### src/rtl/core/roman_numeral_encoder_top_assert.svh
// Assertion macros for the encoder modules.
// Each macro takes a label, the clock, the reset, a trigger and a consequence.
`ifndef ROMAN_NUMERAL_ENCODER_TOP_ASSERT_SVH
`define ROMAN_NUMERAL_ENCODER_TOP_ASSERT_SVH

`ifndef NO_ASSERTIONS

// Same-cycle implication.
`define RNE_ASSERT_IMP(lbl, clk, rst, ante, cons) \
   lbl: assert property (@(posedge clk) disable iff (rst) (ante) |-> (cons)) \
      else $error("rne: same-cycle check failed");

// Next-cycle implication.
`define RNE_ASSERT_NXT(lbl, clk, rst, ante, cons) \
   lbl: assert property (@(posedge clk) disable iff (rst) (ante) |=> (cons)) \
      else $error("rne: next-cycle check failed");

`else

`define RNE_ASSERT_IMP(lbl, clk, rst, ante, cons)
`define RNE_ASSERT_NXT(lbl, clk, rst, ante, cons)

`endif

`endif

### src/rtl/core/rne_pkg.sv
`timescale 1ns / 1ps

package rne_pkg;

   localparam int VALUE_W    = 12;
   localparam int SYMBOL_W   = 7;
   localparam int WEIGHT_W   = 10;
   localparam int STEP_IDX_W = 4;
   localparam int NUM_STEPS  = 13;

   // Clearing this bit turns a lower-case ASCII letter into a capital.
   localparam logic [SYMBOL_W-1:0] CASE_BIT = 7'h20;

   localparam logic [SYMBOL_W-1:0] LETTER_NONE = 7'h00;
   localparam logic [SYMBOL_W-1:0] LETTER_M    = 7'h6d;
   localparam logic [SYMBOL_W-1:0] LETTER_D    = 7'h64;
   localparam logic [SYMBOL_W-1:0] LETTER_C    = 7'h63;
   localparam logic [SYMBOL_W-1:0] LETTER_L    = 7'h6c;
   localparam logic [SYMBOL_W-1:0] LETTER_X    = 7'h78;
   localparam logic [SYMBOL_W-1:0] LETTER_V    = 7'h76;
   localparam logic [SYMBOL_W-1:0] LETTER_I    = 7'h69;

   typedef enum logic {
      ST_IDLE,
      ST_CONVERT
   } state_type;

   typedef struct packed {
      logic load;     // take the accepted number into the datapath
      logic advance;  // produce the next character into the output register
   } cmd_type;

   typedef struct packed {
      logic last_char;  // the character being produced ends the numeral
   } status_type;

   function automatic logic [WEIGHT_W-1:0] step_weight(input logic [STEP_IDX_W-1:0] idx);
      logic [WEIGHT_W-1:0] w;
      unique case (idx)
         4'd0:    w = 10'd1000;
         4'd1:    w = 10'd900;
         4'd2:    w = 10'd500;
         4'd3:    w = 10'd400;
         4'd4:    w = 10'd100;
         4'd5:    w = 10'd90;
         4'd6:    w = 10'd50;
         4'd7:    w = 10'd40;
         4'd8:    w = 10'd10;
         4'd9:    w = 10'd9;
         4'd10:   w = 10'd5;
         4'd11:   w = 10'd4;
         4'd12:   w = 10'd1;
         default: w = 10'd1;
      endcase
      return w;
   endfunction

   function automatic logic [SYMBOL_W-1:0] step_first(input logic [STEP_IDX_W-1:0] idx);
      logic [SYMBOL_W-1:0] c;
      unique case (idx)
         4'd0:    c = LETTER_M;
         4'd1:    c = LETTER_C;
         4'd2:    c = LETTER_D;
         4'd3:    c = LETTER_C;
         4'd4:    c = LETTER_C;
         4'd5:    c = LETTER_X;
         4'd6:    c = LETTER_L;
         4'd7:    c = LETTER_X;
         4'd8:    c = LETTER_X;
         4'd9:    c = LETTER_I;
         4'd10:   c = LETTER_V;
         4'd11:   c = LETTER_I;
         4'd12:   c = LETTER_I;
         default: c = LETTER_I;
      endcase
      return c;
   endfunction

   // Second letter of a subtractive pair, LETTER_NONE for single letters.
   function automatic logic [SYMBOL_W-1:0] step_second(input logic [STEP_IDX_W-1:0] idx);
      logic [SYMBOL_W-1:0] c;
      unique case (idx)
         4'd1:    c = LETTER_M;
         4'd3:    c = LETTER_D;
         4'd5:    c = LETTER_C;
         4'd7:    c = LETTER_L;
         4'd9:    c = LETTER_X;
         4'd11:   c = LETTER_V;
         default: c = LETTER_NONE;
      endcase
      return c;
   endfunction

   function automatic logic [SYMBOL_W-1:0] apply_case(input logic [SYMBOL_W-1:0] c,
                                                     input logic upper);
      return upper ? (c & ~CASE_BIT) : c;
   endfunction

endpackage

### src/rtl/core/rne_req_if.sv
`timescale 1ns / 1ps

interface rne_req_if;
   logic                          valid;
   logic                          ready;
   logic [rne_pkg::VALUE_W-1:0]   value;

   modport source (output valid, output value, input ready);
   modport sink   (input valid, input value, output ready);
endinterface

### src/rtl/core/rne_rsp_if.sv
`timescale 1ns / 1ps

interface rne_rsp_if;
   logic                          valid;
   logic                          ready;
   logic [rne_pkg::SYMBOL_W-1:0]  symbol;
   logic                          last;
   logic                          empty_res;

   modport source (output valid, output symbol, output last, output empty_res, input ready);
   modport sink   (input valid, input symbol, input last, input empty_res, output ready);
endinterface

### src/rtl/core/roman_numeral_encoder_top.sv
`timescale 1ns / 1ps
// Roman numeral encoder.
// req_bus carries one 12-bit unsigned number per beat; rsp_bus returns the
// numeral one ASCII letter per beat, with last set on the final letter of
// each number. A zero input gives a single beat with symbol 0, last and
// empty_res set. csr_wr_en/csr_wr_data write the upper_case bit (1 gives
// capitals); write it only while the block is idle.
// Flow: a number is taken in the idle state and registered into the
// datapath; its letters then enter the output register and show on rsp_bus,
// one beat per cycle while rsp_bus.ready stays high. A numeral has 1 to 15
// letters; the single output register takes one letter per cycle unless the
// receiver stalls, and a new number is taken only in the idle state.
// Subtractive pairs (cm, cd, xc, xl, ix, iv) take two beats each.
// Reset clears the controller to idle, empties the output register and sets
// upper_case to 0. When the receiver holds rsp_bus.ready low, the waiting
// beat stays put and conversion pauses; req_bus.ready stays low until the
// last letter of the current number has entered the output register.

module roman_numeral_encoder_top (
   input  logic       clock,
   input  logic       reset,
   rne_req_if.sink    req_bus,
   rne_rsp_if.source  rsp_bus,
   input  logic       csr_wr_en,
   input  logic       csr_wr_data
);
   import rne_pkg::*;

   cmd_type    cmd;
   status_type sts;

   // Sequencer: owns the handshakes and decides when the datapath steps.
   rne_ctrl u_ctrl (
      .clock     (clock),
      .reset     (reset),
      .req_valid (req_bus.valid),
      .req_ready (req_bus.ready),
      .rsp_ready (rsp_bus.ready),
      .rsp_valid (rsp_bus.valid),
      .cmd       (cmd),
      .sts       (sts)
   );

   // Datapath: remaining number, pending pair letter, output register.
   rne_datapath u_datapath (
      .clock         (clock),
      .reset         (reset),
      .cmd           (cmd),
      .sts           (sts),
      .req_value     (req_bus.value),
      .csr_wr_en     (csr_wr_en),
      .csr_wr_data   (csr_wr_data),
      .rsp_symbol    (rsp_bus.symbol),
      .rsp_last      (rsp_bus.last),
      .rsp_empty_res (rsp_bus.empty_res)
   );

endmodule

### src/rtl/core/rne_ctrl.sv
`timescale 1ns / 1ps
`include "roman_numeral_encoder_top_assert.svh"

module rne_ctrl (
   input  logic                 clock,
   input  logic                 reset,
   input  logic                 req_valid,
   output logic                 req_ready,
   input  logic                 rsp_ready,
   output logic                 rsp_valid,
   output rne_pkg::cmd_type     cmd,
   input  rne_pkg::status_type  sts
);
   import rne_pkg::*;

   state_type state_ff, state_in;
   logic      rsp_valid_ff, rsp_valid_in;

   always_ff @(posedge clock) begin
      if (reset) begin
         state_ff     <= ST_IDLE;
         rsp_valid_ff <= 1'b0;
      end else begin
         state_ff     <= state_in;
         rsp_valid_ff <= rsp_valid_in;
      end
   end

   // Next state
   always_comb begin
      state_in = state_ff;
      unique case (state_ff)
         ST_IDLE: begin
            if (req_valid) state_in = ST_CONVERT;
         end
         ST_CONVERT: begin
            if (cmd.advance && sts.last_char) state_in = ST_IDLE;
         end
         default: state_in = ST_IDLE;
      endcase
   end

   // Outputs
   always_comb begin
      req_ready   = 1'b0;
      cmd.load    = 1'b0;
      cmd.advance = 1'b0;
      unique case (state_ff)
         ST_IDLE: begin
            req_ready = 1'b1;
            cmd.load  = req_valid;
         end
         ST_CONVERT: begin
            // advance only when the output register is free or drains now
            cmd.advance = !rsp_valid_ff || rsp_ready;
         end
         default: ;
      endcase
   end

   always_comb begin
      if (cmd.advance) rsp_valid_in = 1'b1;
      else if (rsp_ready) rsp_valid_in = 1'b0;
      else rsp_valid_in = rsp_valid_ff;
   end

   assign rsp_valid = rsp_valid_ff;

   `RNE_ASSERT_NXT(a_load_enters_convert, clock, reset, cmd.load, state_ff == ST_CONVERT)
   `RNE_ASSERT_NXT(a_final_beat_idles, clock, reset, cmd.advance && sts.last_char, state_ff == ST_IDLE)
   `RNE_ASSERT_NXT(a_advance_fills_output, clock, reset, cmd.advance, rsp_valid_ff)

endmodule

### src/rtl/core/rne_datapath.sv
`timescale 1ns / 1ps

module rne_datapath (
   input  logic                          clock,
   input  logic                          reset,
   input  rne_pkg::cmd_type              cmd,
   output rne_pkg::status_type           sts,
   input  logic [rne_pkg::VALUE_W-1:0]   req_value,
   input  logic                          csr_wr_en,
   input  logic                          csr_wr_data,
   output logic [rne_pkg::SYMBOL_W-1:0]  rsp_symbol,
   output logic                          rsp_last,
   output logic                          rsp_empty_res
);
   import rne_pkg::*;

   logic                  upper_ff;
   logic [VALUE_W-1:0]    num_ff, num_in;
   logic                  pend_vld_ff, pend_vld_in;
   logic [SYMBOL_W-1:0]   pend_sym_ff, pend_sym_in;
   logic [SYMBOL_W-1:0]   sym_ff, sym_in;
   logic                  last_ff, last_in;
   logic                  empty_ff, empty_in;

   logic [STEP_IDX_W-1:0] idx;
   logic [VALUE_W-1:0]    weight;
   logic [VALUE_W-1:0]    diff;
   logic [SYMBOL_W-1:0]   second;

   always_ff @(posedge clock) begin
      if (reset) begin
         upper_ff    <= 1'b0;
         pend_vld_ff <= 1'b0;
      end else begin
         if (csr_wr_en) upper_ff <= csr_wr_data;
         pend_vld_ff <= pend_vld_in;
      end
   end

   always_ff @(posedge clock) begin
      num_ff      <= num_in;
      pend_sym_ff <= pend_sym_in;
      sym_ff      <= sym_in;
      last_ff     <= last_in;
      empty_ff    <= empty_in;
   end

   // Largest weight not above the remaining number.
   always_comb begin
      idx = STEP_IDX_W'(NUM_STEPS - 1);
      for (int k = NUM_STEPS - 1; k >= 0; k--) begin
         if (num_ff >= VALUE_W'(step_weight(STEP_IDX_W'(k)))) idx = STEP_IDX_W'(k);
      end
      weight = VALUE_W'(step_weight(idx));
      diff   = num_ff - weight;
      second = step_second(idx);
   end

   always_comb begin
      num_in      = num_ff;
      pend_vld_in = pend_vld_ff;
      pend_sym_in = pend_sym_ff;
      sym_in      = sym_ff;
      last_in     = last_ff;
      empty_in    = empty_ff;
      sts.last_char = 1'b0;

      priority if (pend_vld_ff) begin
         sts.last_char = (num_ff == '0);
      end else if (num_ff == '0) begin
         sts.last_char = 1'b1;
      end else begin
         sts.last_char = (second == LETTER_NONE) && (diff == '0);
      end

      if (cmd.load) begin
         num_in      = req_value;
         pend_vld_in = 1'b0;
      end else if (cmd.advance) begin
         last_in  = sts.last_char;
         empty_in = 1'b0;
         priority if (pend_vld_ff) begin
            // second letter of a subtractive pair
            sym_in      = apply_case(pend_sym_ff, upper_ff);
            pend_vld_in = 1'b0;
         end else if (num_ff == '0) begin
            // zero input: one empty beat
            sym_in   = LETTER_NONE;
            empty_in = 1'b1;
         end else begin
            sym_in      = apply_case(step_first(idx), upper_ff);
            num_in      = diff;
            pend_vld_in = (second != LETTER_NONE);
            pend_sym_in = second;
         end
      end
   end

   assign rsp_symbol    = sym_ff;
   assign rsp_last      = last_ff;
   assign rsp_empty_res = empty_ff;

endmodule

### src/flat_wrapper.sv
// flat-port wrapper written by rule: the top's interface ports become plain ports
module roman_numeral_encoder_top_flat import rne_pkg::*;
  (clock, reset, csr_wr_en, csr_wr_data, req_bus_valid, req_bus_value, req_bus_ready, rsp_bus_valid, rsp_bus_symbol, rsp_bus_last, rsp_bus_empty_res, rsp_bus_ready);
  rne_req_if req_bus_i ();
  rne_rsp_if rsp_bus_i ();
  input  logic clock;
  input  logic reset;
  input  logic csr_wr_en;
  input  logic csr_wr_data;
  input wire logic [$bits(req_bus_i.valid)-1:0] req_bus_valid;
  input wire logic [$bits(req_bus_i.value)-1:0] req_bus_value;
  output wire logic [$bits(req_bus_i.ready)-1:0] req_bus_ready;
  output wire logic [$bits(rsp_bus_i.valid)-1:0] rsp_bus_valid;
  output wire logic [$bits(rsp_bus_i.symbol)-1:0] rsp_bus_symbol;
  output wire logic [$bits(rsp_bus_i.last)-1:0] rsp_bus_last;
  output wire logic [$bits(rsp_bus_i.empty_res)-1:0] rsp_bus_empty_res;
  input wire logic [$bits(rsp_bus_i.ready)-1:0] rsp_bus_ready;
  assign req_bus_i.valid = req_bus_valid;
  assign req_bus_i.value = req_bus_value;
  assign req_bus_ready = req_bus_i.ready;
  assign rsp_bus_valid = rsp_bus_i.valid;
  assign rsp_bus_symbol = rsp_bus_i.symbol;
  assign rsp_bus_last = rsp_bus_i.last;
  assign rsp_bus_empty_res = rsp_bus_i.empty_res;
  assign rsp_bus_i.ready = rsp_bus_ready;
  roman_numeral_encoder_top u_core (.clock(clock), .reset(reset), .req_bus(req_bus_i), .rsp_bus(rsp_bus_i), .csr_wr_en(csr_wr_en), .csr_wr_data(csr_wr_data));
endmodule
### config.mk
export PLATFORM = sky130hd
export DESIGN_NAME = roman_numeral_encoder_top_flat
export DESIGN_NICKNAME = d
export VERILOG_FILES = /design/src/rtl/core/rne_pkg.sv /design/src/rtl/core/rne_req_if.sv /design/src/rtl/core/rne_rsp_if.sv /design/src/rtl/core/roman_numeral_encoder_top.sv /design/src/rtl/core/rne_ctrl.sv /design/src/rtl/core/rne_datapath.sv /design/src/flat_wrapper.sv
export VERILOG_INCLUDE_DIRS = /design/src /design/src/rtl/core
export SDC_FILE = /design/constraint.sdc
export NUM_CORES = 1
export LEC_CHECK = 0
export BUFFER_PORTS_ARGS = -buffer_cell sky130_fd_sc_hd__buf_4
export CAP_MARGIN = 20
export CORE_MARGIN = 3
export CORE_UTILIZATION = 60
export CTS_BUF_LIST = sky130_fd_sc_hd__clkbuf_8
export DETAILED_ROUTE_END_ITERATION = 10
export HOLD_SLACK_MARGIN = 0.06
export PLACE_DENSITY = 0.92
export REMOVE_ABC_BUFFERS = 1
export SYNTH_ARGS = -nofsm -noshare
export SYNTH_HDL_FRONTEND = slang
export SYNTH_HIERARCHICAL = 1
export SYNTH_SLANG_ARGS = --single-unit
### constraint.sdc
create_clock -name clock -period 7.3 [get_ports clock]
set_input_delay 2.19 -clock clock [delete_from_list [all_inputs] [get_ports clock]]
set_output_delay 2.19 -clock clock [all_outputs]
set_load 0.005 [all_outputs]
==> results of run 1 <==
-- layout by cell type, fill, tap and decap left out, drive strengths merged, types with 3 or more instances in the layout --
master,instances
nand4,5
nand2,27
buf,28
a21oi,20
mux2,3
xor2,3
nor3b,5
clkbuf,5
nand3,6
or4,4
mux2i,6
a21o,4
o21ai,19
nand2b,5
edfxtp,27
inv,13
and2,5
nor2b,6
dfxtp,4
o211ai,6
nor2,15
o21a,7
nor3,9
ha,15
-- cells by family after synthesis --
logic type,after synthesis,share of synthesized area [%]
AND/OR/NAND/NOR,99,23.5
adder cells (fa/ha/maj),16,8.18
flip-flops,31,35.1
multiplexers,9,3.69
XOR/XNOR,4,1.38
buffers and inverters,23,4.63
AO/OA/AOI/OAI,83,23.5
-- critical path: stages, from the launching register on --
cell and delay, ps:
edfxtp_1 550, o21ai_0 440, nand4b_1 470, o21a_1 330, o21ai_0 410, inv_1 130, ha_1 350, nor3_1 260
a21oi_1 70, ha_1 410, a21oi_1 220, inv_1 80, a2111o_1 420, a2111oi_0 450, nand4_1 180, o31ai_1 340
a311oi_2 140
-- synth_stat cells (all sizes together) (2+ instances only) --
cell	count	share of area [%]
edfxtp	27	32
nand2	27	4.0
a21oi	20	3.9
o21ai	19	3.7
ha	15	7.4
nor2	15	2.2
inv	13	1.9
nor3	9	2.7
o21a	7	2.1
mux2i	6	2.4
nand3	6	1.2
nor2b	6	1.8
o211ai	6	2.0
and2	5	1.3
buf	5	1.8
clkbuf	5	0.89
nand2b	5	1.5
nand4	5	1.5
nor3b	5	1.7
a21o	4	1.2
dfxtp	4	3.2
or4	4	1.2
mux2	3	1.3
xor2	3	1.0
a2111o	2	0.89
a2111oi	2	0.94
a311oi	2	0.94
a31o	2	1.0
nand3b	2	0.59
nand4b	2	0.69
o311ai	2	0.99
o31ai	2	0.59
-- metal layers --
metal / wire [µm] / global-route usage [%]
met5: 0 / 0
met4: 206 / 12.1
met3: 476 / 6.53
met1: 2390 / 29.4
met2: 2890 / 40.4
-- final cells by class --
| class | instances | area (µm²) | share of cell area (%) |
|---|---|---|---|
| Multi-Input combinational cell | 211 | 1530 | 53.7 |
| Clock inverter | 3 | 38.8 | 1.36 |
| Sequential cell | 31 | 891 | 31.2 |
| Inverter | 13 | 48.8 | 1.71 |
| Timing Repair Buffer | 28 | 210 | 7.37 |
| Tap cell | 50 | 62.6 | 2.19 |
| Clock buffer | 5 | 68.8 | 2.41 |
-- worst max-delay path by stage --
| stage | slack [ps] | to | startpoint | cells after the start |
|---|---|---|---|---|
| 2_1_floorplan | 2760 | u_core/u_ctrl/state_ff$_SDFF_PP0_ | u_core/u_datapath/num_ff[3]$_DFFE_PP_ | 16 |
| 3_3_place_gp | 2260 | u_core/u_ctrl/state_ff$_SDFF_PP0_ | u_core/u_datapath/num_ff[3]$_DFFE_PP_ | 16 |
| 3_5_place_dp | 2110 | u_core/u_ctrl/state_ff$_SDFF_PP0_ | u_core/u_datapath/num_ff[3]$_DFFE_PP_ | 16 |
| 4_1_cts | 2080 | u_core/u_ctrl/state_ff$_SDFF_PP0_ | u_core/u_datapath/num_ff[3]$_DFFE_PP_ | 16 |
| 5_1_grt | 1430 | u_core/u_ctrl/state_ff$_SDFF_PP0_ | u_core/u_datapath/num_ff[3]$_DFFE_PP_ | 16 |
| 6_report | 1920 | u_core/u_ctrl/state_ff$_SDFF_PP0_ | u_core/u_datapath/num_ff[3]$_DFFE_PP_ | 16 |
-- sequential cells by signal (all words and copies together) (netlist names) --
name,count
u_core/u_datapath/rsp_empty_res,1
u_core/u_datapath/pend_sym_ff,6
u_core/u_datapath/rsp_last,1
u_core/u_datapath/pend_vld_ff,1
u_core/u_ctrl/rsp_valid,1
u_core/u_datapath/num_ff,12
u_core/u_datapath/rsp_symbol,7
u_core/u_ctrl/state_ff,1
u_core/u_datapath/upper_ff,1
-- metrics by stage --
stage	std cells	utilization (%)	setup slack, ps	hold WS (ps)
floorplan	255	-	2760	461
global placement	333	68.1	2260	481
detailed placement	333	68.1	2110	506
CTS	341	70.8	2080	517
global route	341	70.8	1430	535
finish	341	70.8	1920	515
-- power by group through the flow --
stage | clock, mW | sequential [mW] | combinational [mW]
after floorplan | 0 | 0.329 | 0.717
after global placement | 0 | 0.353 | 0.868
after detailed placement | 0 | 0.354 | 0.899
after CTS | 0.172 | 0.351 | 0.901
after global routing | 0.182 | 0.360 | 1.01
final | 0.171 | 0.355 | 0.916
==> impl_metrics.env, run 1 <==
export IMPL_coreArea_um2=4030
export IMPL_path_max_fanout=12
export IMPL_fin_area_um2=2850
export IMPL_tightest_slew_ps=790
export IMPL_slew_viol_final=0
export IMPL_fmaxAchievable_mhz=186
export IMPL_routedWlPerCell_um=17.5
export IMPL_rows=23
export IMPL_grt_pass1_wl_um=9730
export IMPL_die_area_um2=5050
export IMPL_synth_edf_count=27
export IMPL_firstDrtPassIters=5
export IMPL_cap_violations=0
export IMPL_antenna_cells=0
export IMPL_peakVddDrop_mv=0.323
export IMPL_finalSetupViolations=0
export IMPL_layout_drive_gt1_share_pct=19.9
export IMPL_p_sw_mw=0.671
export IMPL_cts_resized=0
export IMPL_die_y_um=71.1
export IMPL_grt_max_degree=25
export IMPL_die_w_um=71.1
export IMPL_areaGrowthSynthToFinish_pct=12.3
export IMPL_synthArstFlopShare_pct=0
export IMPL_drt_total_wl_um=5970
export IMPL_min_delay_start="u_core/u_ctrl/rsp_valid$_SDFFE_PP0P_"
export IMPL_nets=324
export IMPL_regToRegEndpoint="u_core/u_ctrl/state_ff$_SDFF_PP0_"
export IMPL_ys_types=74
export IMPL_antenna_found_initial=0
export IMPL_reg2reg_slack_ps=1920
export IMPL_r2r_cells=16
export IMPL_syn_inst=265
export IMPL_power_total_mw=1.44
export IMPL_route_antenna_remaining_nets=0
export IMPL_viasPerCell=6.57
export IMPL_dpl_hpwl_um=4460
export IMPL_clk_pin_slew_worst_paths_ps=70
export IMPL_clock_latency_ps=300
export IMPL_synth_ff_type="edfxtp_1"
export IMPL_ys_warn_count=6
export IMPL_cts_buffer_depth=2
export IMPL_cp_data_required_time_ps=7470
export IMPL_reg2reg_from="u_core/u_datapath/num_ff[3]$_DFFE_PP_"
export IMPL_io_pin_count=29
export IMPL_drtIter0Drc=243
export IMPL_portBuffers=28
export IMPL_netlist_area_um2=2540
export IMPL_post_route_drc_count=0
export IMPL_worstPathArrival_ps=5550
export IMPL_hold_class="reg2reg"
export IMPL_status="completed"
export IMPL_min_period_ps=5380
export IMPL_pwr_share_seq_pct=24.6
export IMPL_fin_skew_ps=9.50
export IMPL_p_clk_share_pct=11.8
export IMPL_finalWeightedCongestion=0.975
export IMPL_ys_seq_elements=31
export IMPL_cts_setup_buffers=0
export IMPL_rsz0062_at_grt="false"
export IMPL_switching_share_pct=46.6
export IMPL_overflow=0
export IMPL_hold_path_end="u_core/u_ctrl/rsp_valid$_SDFFE_PP0P_"
export IMPL_cp_start_kind="register"
export IMPL_grt_usage_pct=24.4
export IMPL_cts_tree="done"
export IMPL_relSlewSlack_pct=47.2
export IMPL_cts_root_buf="clkbuf_8"
export IMPL_p_leak_nw=1.16
export IMPL_placed_area_um2=2740
export IMPL_crit_type="reg2reg"
export IMPL_hold_violations=0
export IMPL_end_kind="register"
export IMPL_nFillCells=298
export IMPL_fin_crit_sh_pct=73.7
export IMPL_grt_pass1_vias=2081
export IMPL_vias=2239
export IMPL_cts_buffers=5
export IMPL_initial_core_util_pct=63.0
export IMPL_power_frac_comb_pct=63.6
export IMPL_p_int_mw=0.770
export IMPL_hold_buffers=0
export IMPL_clock_sinks=31
export IMPL_h_tree_depth=2
export IMPL_seq_area_frac_synth_pct=35.1
export IMPL_power_density_nw_per_um2=506
export IMPL_finalSetupTns_ps=0
export IMPL_synthesis_area_per_instance_um2=9.58
export IMPL_hold_depth=2
Power figures use the tool's default switching activity.
==> run 2: changes to the inputs <==
--- a/config.mk
+++ b/config.mk
@@ -9,11 +9,11 @@
 export BUFFER_PORTS_ARGS = -buffer_cell sky130_fd_sc_hd__buf_4
 export CAP_MARGIN = 20
 export CORE_MARGIN = 3
-export CORE_UTILIZATION = 60
+export CORE_UTILIZATION = 55
 export CTS_BUF_LIST = sky130_fd_sc_hd__clkbuf_8
 export DETAILED_ROUTE_END_ITERATION = 10
 export HOLD_SLACK_MARGIN = 0.06
-export PLACE_DENSITY = 0.92
+export PLACE_DENSITY = 0.89
 export REMOVE_ABC_BUFFERS = 1
 export SYNTH_ARGS = -nofsm -noshare
 export SYNTH_HDL_FRONTEND = slang
==> constraint.sdc (replaced) <==
create_clock -name clock -period 4.4 [get_ports clock]
set_input_delay 1.32 -clock clock [delete_from_list [all_inputs] [get_ports clock]]
set_output_delay 1.32 -clock clock [all_outputs]
set_load 0.005 [all_outputs]
==> impl_metrics.env, run 2 (same netlist as run 1, synthesis figures left out) <==
export IMPL_status="completed"
export IMPL_layout_drive_gt1_share_pct=31.3
export IMPL_critPathTopFamily="compound AO/OA/AOI/OAI gates"
export IMPL_areaGrowthSynthToFinish_pct=22.8
export IMPL_p_clk_share_pct=9.1
export IMPL_fin_skew_ps=3.69
export IMPL_reg2reg_from="u_core/u_datapath/num_ff[1]$_DFFE_PP_"
export IMPL_p_leak_nw=1.30
export IMPL_post_route_drc_count=0
export IMPL_p_int_mw=1.47
export IMPL_io_pin_count=29
export IMPL_drtIter0Drc=148
export IMPL_peakVddDrop_mv=0.662
export IMPL_cts_buffer_depth=2
export IMPL_hold_class="reg2reg"
export IMPL_clock_latency_ps=280
export IMPL_h_tree_depth=2
export IMPL_cp_data_required_time_ps=4560
export IMPL_finalWeightedCongestion=0.901
export IMPL_route_antenna_remaining_nets=0
export IMPL_power_density_nw_per_um2=854
export IMPL_min_delay_start="u_core/u_datapath/upper_ff$_SDFFE_PP0P_"
export IMPL_p_sw_mw=1.19
export IMPL_viasPerCell=6.12
export IMPL_drt_total_wl_um=6120
export IMPL_cap_violations=0
export IMPL_crit_type="reg2reg"
export IMPL_cts_buffers=5
export IMPL_pwr_share_seq_pct=19.8
export IMPL_fmaxAchievable_mhz=235
export IMPL_grt_pass1_vias=2174
export IMPL_slowest_delay_ps=480
export IMPL_portBuffers=28
export IMPL_finalSetupViolations=0
export IMPL_slew_viol_final=0
export IMPL_dpl_hpwl_um=4560
export IMPL_whs_ps=511
export IMPL_cp_start_kind="register"
export IMPL_hold_depth=2
export IMPL_power_frac_comb_pct=71.1
export IMPL_vias=2271
export IMPL_antenna_found_initial=0
export IMPL_instances_no_fill=371
export IMPL_power_total_mw=2.66
export IMPL_hold_buffers=0
export IMPL_place_inst=359
export IMPL_coreArea_um2=4410
export IMPL_die_w_um=74.0
export IMPL_worstPathArrival_ps=4420
export IMPL_nets=352
export IMPL_fin_util_pct=70.7
export IMPL_clock_sinks=31
export IMPL_antenna_cells=0
export IMPL_tightest_slew_ps=601
export IMPL_path_max_fanout=6
export IMPL_grt_usage_pct=23.8
export IMPL_routedWlPerCell_um=16.5
export IMPL_cts_tree="done"
export IMPL_firstDrtPassIters=4
export IMPL_relSlewSlack_pct=59.9
export IMPL_final_common_cell="buf_4"
export IMPL_hold_violations=0
export IMPL_final_cell_mix="buf_4 (56), edfxtp_1 (27), nand2_1 (26)"
export IMPL_die_area_um2=5470
export IMPL_rows=24
export IMPL_overflow=0
export IMPL_min_period_ps=4260
export IMPL_clk_pin_slew_worst_paths_ps=60
export IMPL_largest_reg_flops=12
export IMPL_cp_slowest_cell="edfxtp_1"
export IMPL_die_y_um=74.0
export IMPL_fin_crit_sh_pct=96.9
export IMPL_regToRegEndpoint="u_core/u_ctrl/state_ff$_SDFF_PP0_"
export IMPL_crit_chain="o311a_1, a2111o_1, a31o_4, ha_4, o21ai_1, a21oi_1, ha_1, nor2b_4, o2111a_1, a2111o_1, a2111oi_2, nand4_1, o31ai_2, a311oi_2"
export IMPL_end_kind="register"
export IMPL_cts_root_buf="clkbuf_8"
export IMPL_hold_path_end="u_core/u_datapath/upper_ff$_SDFFE_PP0P_"
export IMPL_cp_num_buf_inv=0
export IMPL_grt_max_degree=25
export IMPL_reg2reg_slack_ps=140
export IMPL_nFillCells=328
export IMPL_crit_top_cell="a2111o_1"
export IMPL_initial_core_util_pct=57.5
export IMPL_switching_share_pct=44.8
export IMPL_grt_pass1_wl_um=10100
export IMPL_regMostFlops="u_core/u_datapath/num_ff"
export IMPL_r2r_cells=14
-- run 2: changes by cell type in the layout (fill, tap and decap cells not counted), sizes merged --
| cell | delta |
|---|---|
| buf | +28 |
| bufinv | -1 |
| clkbuf | +2 |
| clkinv | -2 |
| inv | +1 |
-- run 2: worst register-to-register path, stage by stage, from the launching register on --
cell       delay, ps
edfxtp_1         480
o311a_1          390
a2111o_1         400
a31o_4           270
ha_4             290
o21ai_1           70
a21oi_1          200
ha_1             280
nor2b_4          150
o2111a_1         230
a2111o_1         410
a2111oi_2        310
nand4_1          200
o31ai_2          310
a311oi_2         130
-- run 2: layout make-up --
cell class | count | area, µm² | share of cell area (%)
Clock buffer | 7 | 96.3 | 3.09
Clock inverter | 1 | 3.75 | 0.120
Multi-Input combinational cell | 211 | 1590 | 51.1
Tap cell | 52 | 65.1 | 2.09
Timing Repair Buffer | 56 | 420 | 13.5
Inverter | 13 | 48.8 | 1.56
Sequential cell | 31 | 891 | 28.6
-- run 2: how the worst max path moves through the flow --
stage                                          start  depth (start not counted)                           endpoint
2_1_floorplan  u_core/u_datapath/num_ff[3]$_DFFE_PP_                         16  u_core/u_ctrl/state_ff$_SDFF_PP0_
3_3_place_gp   u_core/u_datapath/num_ff[4]$_DFFE_PP_                         15  u_core/u_ctrl/state_ff$_SDFF_PP0_
3_5_place_dp   u_core/u_datapath/num_ff[5]$_DFFE_PP_                         16  u_core/u_ctrl/state_ff$_SDFF_PP0_
4_1_cts        u_core/u_datapath/num_ff[4]$_DFFE_PP_                         18  u_core/u_ctrl/state_ff$_SDFF_PP0_
5_1_grt        u_core/u_datapath/num_ff[5]$_DFFE_PP_                         19  u_core/u_ctrl/state_ff$_SDFF_PP0_
6_report       u_core/u_datapath/num_ff[1]$_DFFE_PP_                         14  u_core/u_ctrl/state_ff$_SDFF_PP0_
-- run 2: power by group through the flow --
stage	combinational [mW]	sequential (mW)	clock, mW
after floorplan	1.19	0.546	0
after global placement	1.69	0.529	0
after detailed placement	1.73	0.534	0
after CTS	1.77	0.524	0.248
after global routing	2.09	0.534	0.262
final	1.89	0.526	0.244
-- run 2: routing by layer --
layer	routed length (µm)	global-route usage, %
met1	2690	30.3
met5	0	0
met2	3000	39.8
met3	300	5.27
met4	125	8.25
-- run 2: metrics by stage --
step | setup slack [ps] | area, µm² | setup TNS, ps
after floorplan | -142 | 2470 | -220
after global placement | -69.5 | 2930 | -77.3
after detailed placement | -133 | 2930 | -205
after CTS | 1.38 | 3050 | 0
after global routing | -26.8 | 3120 | -26.8
final | 136 | 3120 | 0
-- run 2: timing repair --
action / 4_1_cts / 5_1_grt
pin swaps: 0 / 6
buffers inserted: 2 / 2
endpoints found under the setup margin: 2 / 3
gates cloned: 0 / 0
gates resized for setup: 2 / 18
==> run 3: changes to the inputs <==
--- a/config.mk
+++ b/config.mk
@@ -9,11 +9,11 @@
 export BUFFER_PORTS_ARGS = -buffer_cell sky130_fd_sc_hd__buf_4
 export CAP_MARGIN = 20
 export CORE_MARGIN = 3
-export CORE_UTILIZATION = 55
+export CORE_UTILIZATION = 60
 export CTS_BUF_LIST = sky130_fd_sc_hd__clkbuf_8
 export DETAILED_ROUTE_END_ITERATION = 10
 export HOLD_SLACK_MARGIN = 0.06
-export PLACE_DENSITY = 0.89
+export PLACE_DENSITY = 0.92
 export REMOVE_ABC_BUFFERS = 1
 export SYNTH_ARGS = -nofsm -noshare
 export SYNTH_HDL_FRONTEND = slang
==> constraint.sdc (replaced) <==
create_clock -name clock -period 4.26 [get_ports clock]
set_input_delay 1.278 -clock clock [delete_from_list [all_inputs] [get_ports clock]]
set_output_delay 1.278 -clock clock [all_outputs]
set_load 0.005 [all_outputs]
==> impl_metrics.env, run 3 (same netlist as run 1, synthesis figures left out) <==
export IMPL_status="finished with violations"
export IMPL_failed_checks="negative setup slack"
export IMPL_cts_root_buf="clkbuf_8"
export IMPL_antenna_found_initial=0
export IMPL_route_antenna_remaining_nets=0
export IMPL_fmaxAchievable_mhz=224
export IMPL_drtIter0Drc=471
export IMPL_relSlewSlack_pct=55.1
export IMPL_clk_pin_slew_worst_paths_ps=70
export IMPL_rows=23
export IMPL_min_delay_start="u_core/u_datapath/upper_ff$_SDFFE_PP0P_"
export IMPL_overflow=0
export IMPL_fin_crit_sh_pct=105
export IMPL_slew_viol_final=0
export IMPL_finalSetupTns_ps=-370
export IMPL_power_density_nw_per_um2=1000
export IMPL_die_area_um2=5050
export IMPL_worst_slack_ps=-197
export IMPL_hold_depth=2
export IMPL_instances_no_fill=401
export IMPL_finalSetupViolations=4
export IMPL_min_period_ps=4460
export IMPL_peakVddDrop_mv=0.897
export IMPL_cp_start_kind="register"
export IMPL_fin_util_pct=86.1
export IMPL_initial_core_util_pct=63.0
export IMPL_dpl_hpwl_um=5100
export IMPL_regToRegEndpoint="u_core/u_ctrl/state_ff$_SDFF_PP0_"
export IMPL_io_pin_count=29
export IMPL_die_w_um=71.1
export IMPL_nFillCells=189
export IMPL_hold_buffers=0
export IMPL_nets=384
export IMPL_worstPathArrival_ps=4630
export IMPL_regMostFlops="u_core/u_datapath/num_ff"
export IMPL_final_common_cell="buf_4"
export IMPL_cp_data_required_time_ps=4430
export IMPL_grt_pass1_vias=2573
export IMPL_cts_tree="done"
export IMPL_cts_buffer_depth=2
export IMPL_die_y_um=71.1
export IMPL_portBuffers=28
export IMPL_reg2reg_slack_ps=-200
export IMPL_end_kind="register"
export IMPL_place_inst=376
export IMPL_hold_path_end="u_core/u_datapath/upper_ff$_SDFFE_PP0P_"
export IMPL_clock_sinks=31
export IMPL_drt_total_wl_um=9290
export IMPL_antenna_cells=0
export IMPL_hold_violations=0
export IMPL_firstDrtPassIters=5
export IMPL_layout_drive_gt1_share_pct=40.5
export IMPL_routedWlPerCell_um=23.2
export IMPL_rsz0062_at_grt="true"
export IMPL_grt_usage_pct=33.7
export IMPL_fin_skew_ps=6.95
export IMPL_cap_violations=0
export IMPL_areaGrowthSynthToFinish_pct=36.6
export IMPL_vias=2860
export IMPL_post_route_drc_count=0
export IMPL_crit_type="reg2reg"
export IMPL_final_cell_mix="buf_4 (86), edfxtp_1 (27), nand2_1 (26)"
export IMPL_path_max_fanout=6
export IMPL_grt_max_degree=25
export IMPL_h_tree_depth=2
export IMPL_clock_latency_ps=300
export IMPL_tightest_slew_ps=673
export IMPL_p_leak_nw=1.48
export IMPL_coreArea_um2=4030
export IMPL_r2r_cells=15
export IMPL_reg2reg_from="u_core/u_datapath/num_ff[3]$_DFFE_PP_"
export IMPL_viasPerCell=7.13
export IMPL_largest_reg_flops=12
export IMPL_grt_pass1_wl_um=13000
export IMPL_hold_class="reg2reg"
export IMPL_cts_buffers=5
export IMPL_finalWeightedCongestion=1.02
-- run 3: metrics by stage --
stage               hold WS, ps  cell area [µm²]  power (mW)  setup WS, ps
floorplan                   461             2470        1.79          -282
global route                527             3470        3.67          -334
CTS                         512             3300        3.03          2.97
detailed placement          496             3070        2.51          -318
global placement            485             3070        2.44         -56.1
finish                      507             3470        3.48          -197
-- run 3: what timing repair did --
| item | 4_1_cts | 5_1_grt |
|---|---|---|
| buffers inserted | 4 | 13 |
| cloned | 0 | 0 |
| gates resized for setup | 23 | 19 |
| setup endpoints to repair | 2 | 8 |
| pin swaps | 11 | 18 |
-- run 3: how the worst max path moves through the flow --
stage	endpoint	slack, ps	from
after floorplan	u_core/u_ctrl/state_ff$_SDFF_PP0_	-280	u_core/u_datapath/num_ff[3]$_DFFE_PP_
after global placement	u_core/u_ctrl/state_ff$_SDFF_PP0_	-60	u_core/u_datapath/num_ff[5]$_DFFE_PP_
after detailed placement	u_core/u_ctrl/state_ff$_SDFF_PP0_	-320	u_core/u_datapath/num_ff[3]$_DFFE_PP_
after CTS	u_core/u_ctrl/state_ff$_SDFF_PP0_	3	u_core/u_datapath/num_ff[2]$_DFFE_PP_
after global routing	u_core/u_ctrl/state_ff$_SDFF_PP0_	-330	u_core/u_datapath/num_ff[3]$_DFFE_PP_
final	u_core/u_ctrl/state_ff$_SDFF_PP0_	-200	u_core/u_datapath/num_ff[3]$_DFFE_PP_
-- run 3: layer usage --
metal	up-vias	GRT usage, %	share of wire (%)
met5	-	0	0
met4	0	22.8	9.1
met3	97	9.80	11
met2	270	52.5	45
met1	1314	40.0	35
li1	1179	-	-
-- run 3: area by class of cell --
cell class	instances	area, µm²	area share, %
clock buffer	6	82.6	2.38
sequential	31	891	25.7
multi-input combinational	211	1690	48.6
inverter	13	48.8	1.41
clock inverter	2	35.0	1.01
tap	50	62.6	1.80
timing repair buffer	88	662	19.1
-- run 3: critical path, stage by stage (launching register included) --
cell and delay, ps:
edfxtp_1 520, buf_6 190, o311a_1 290, a2111o_1 410
a31o_4 260, ha_4 250, o21ai_1 220, a21oi_2 100
ha_1 320, nor2b_4 150, o2111a_1 220, a2111o_1 400
a2111oi_4 370, nand4_1 220, o31ai_4 290, a311oi_2 130
-- run 3: report_power, final --
group,leakage (nW),switching [mW],internal (mW)
clock network,0.0612,0.119,0.189
logic,1.13,1.42,1.21
registers,0.286,0.0841,0.461
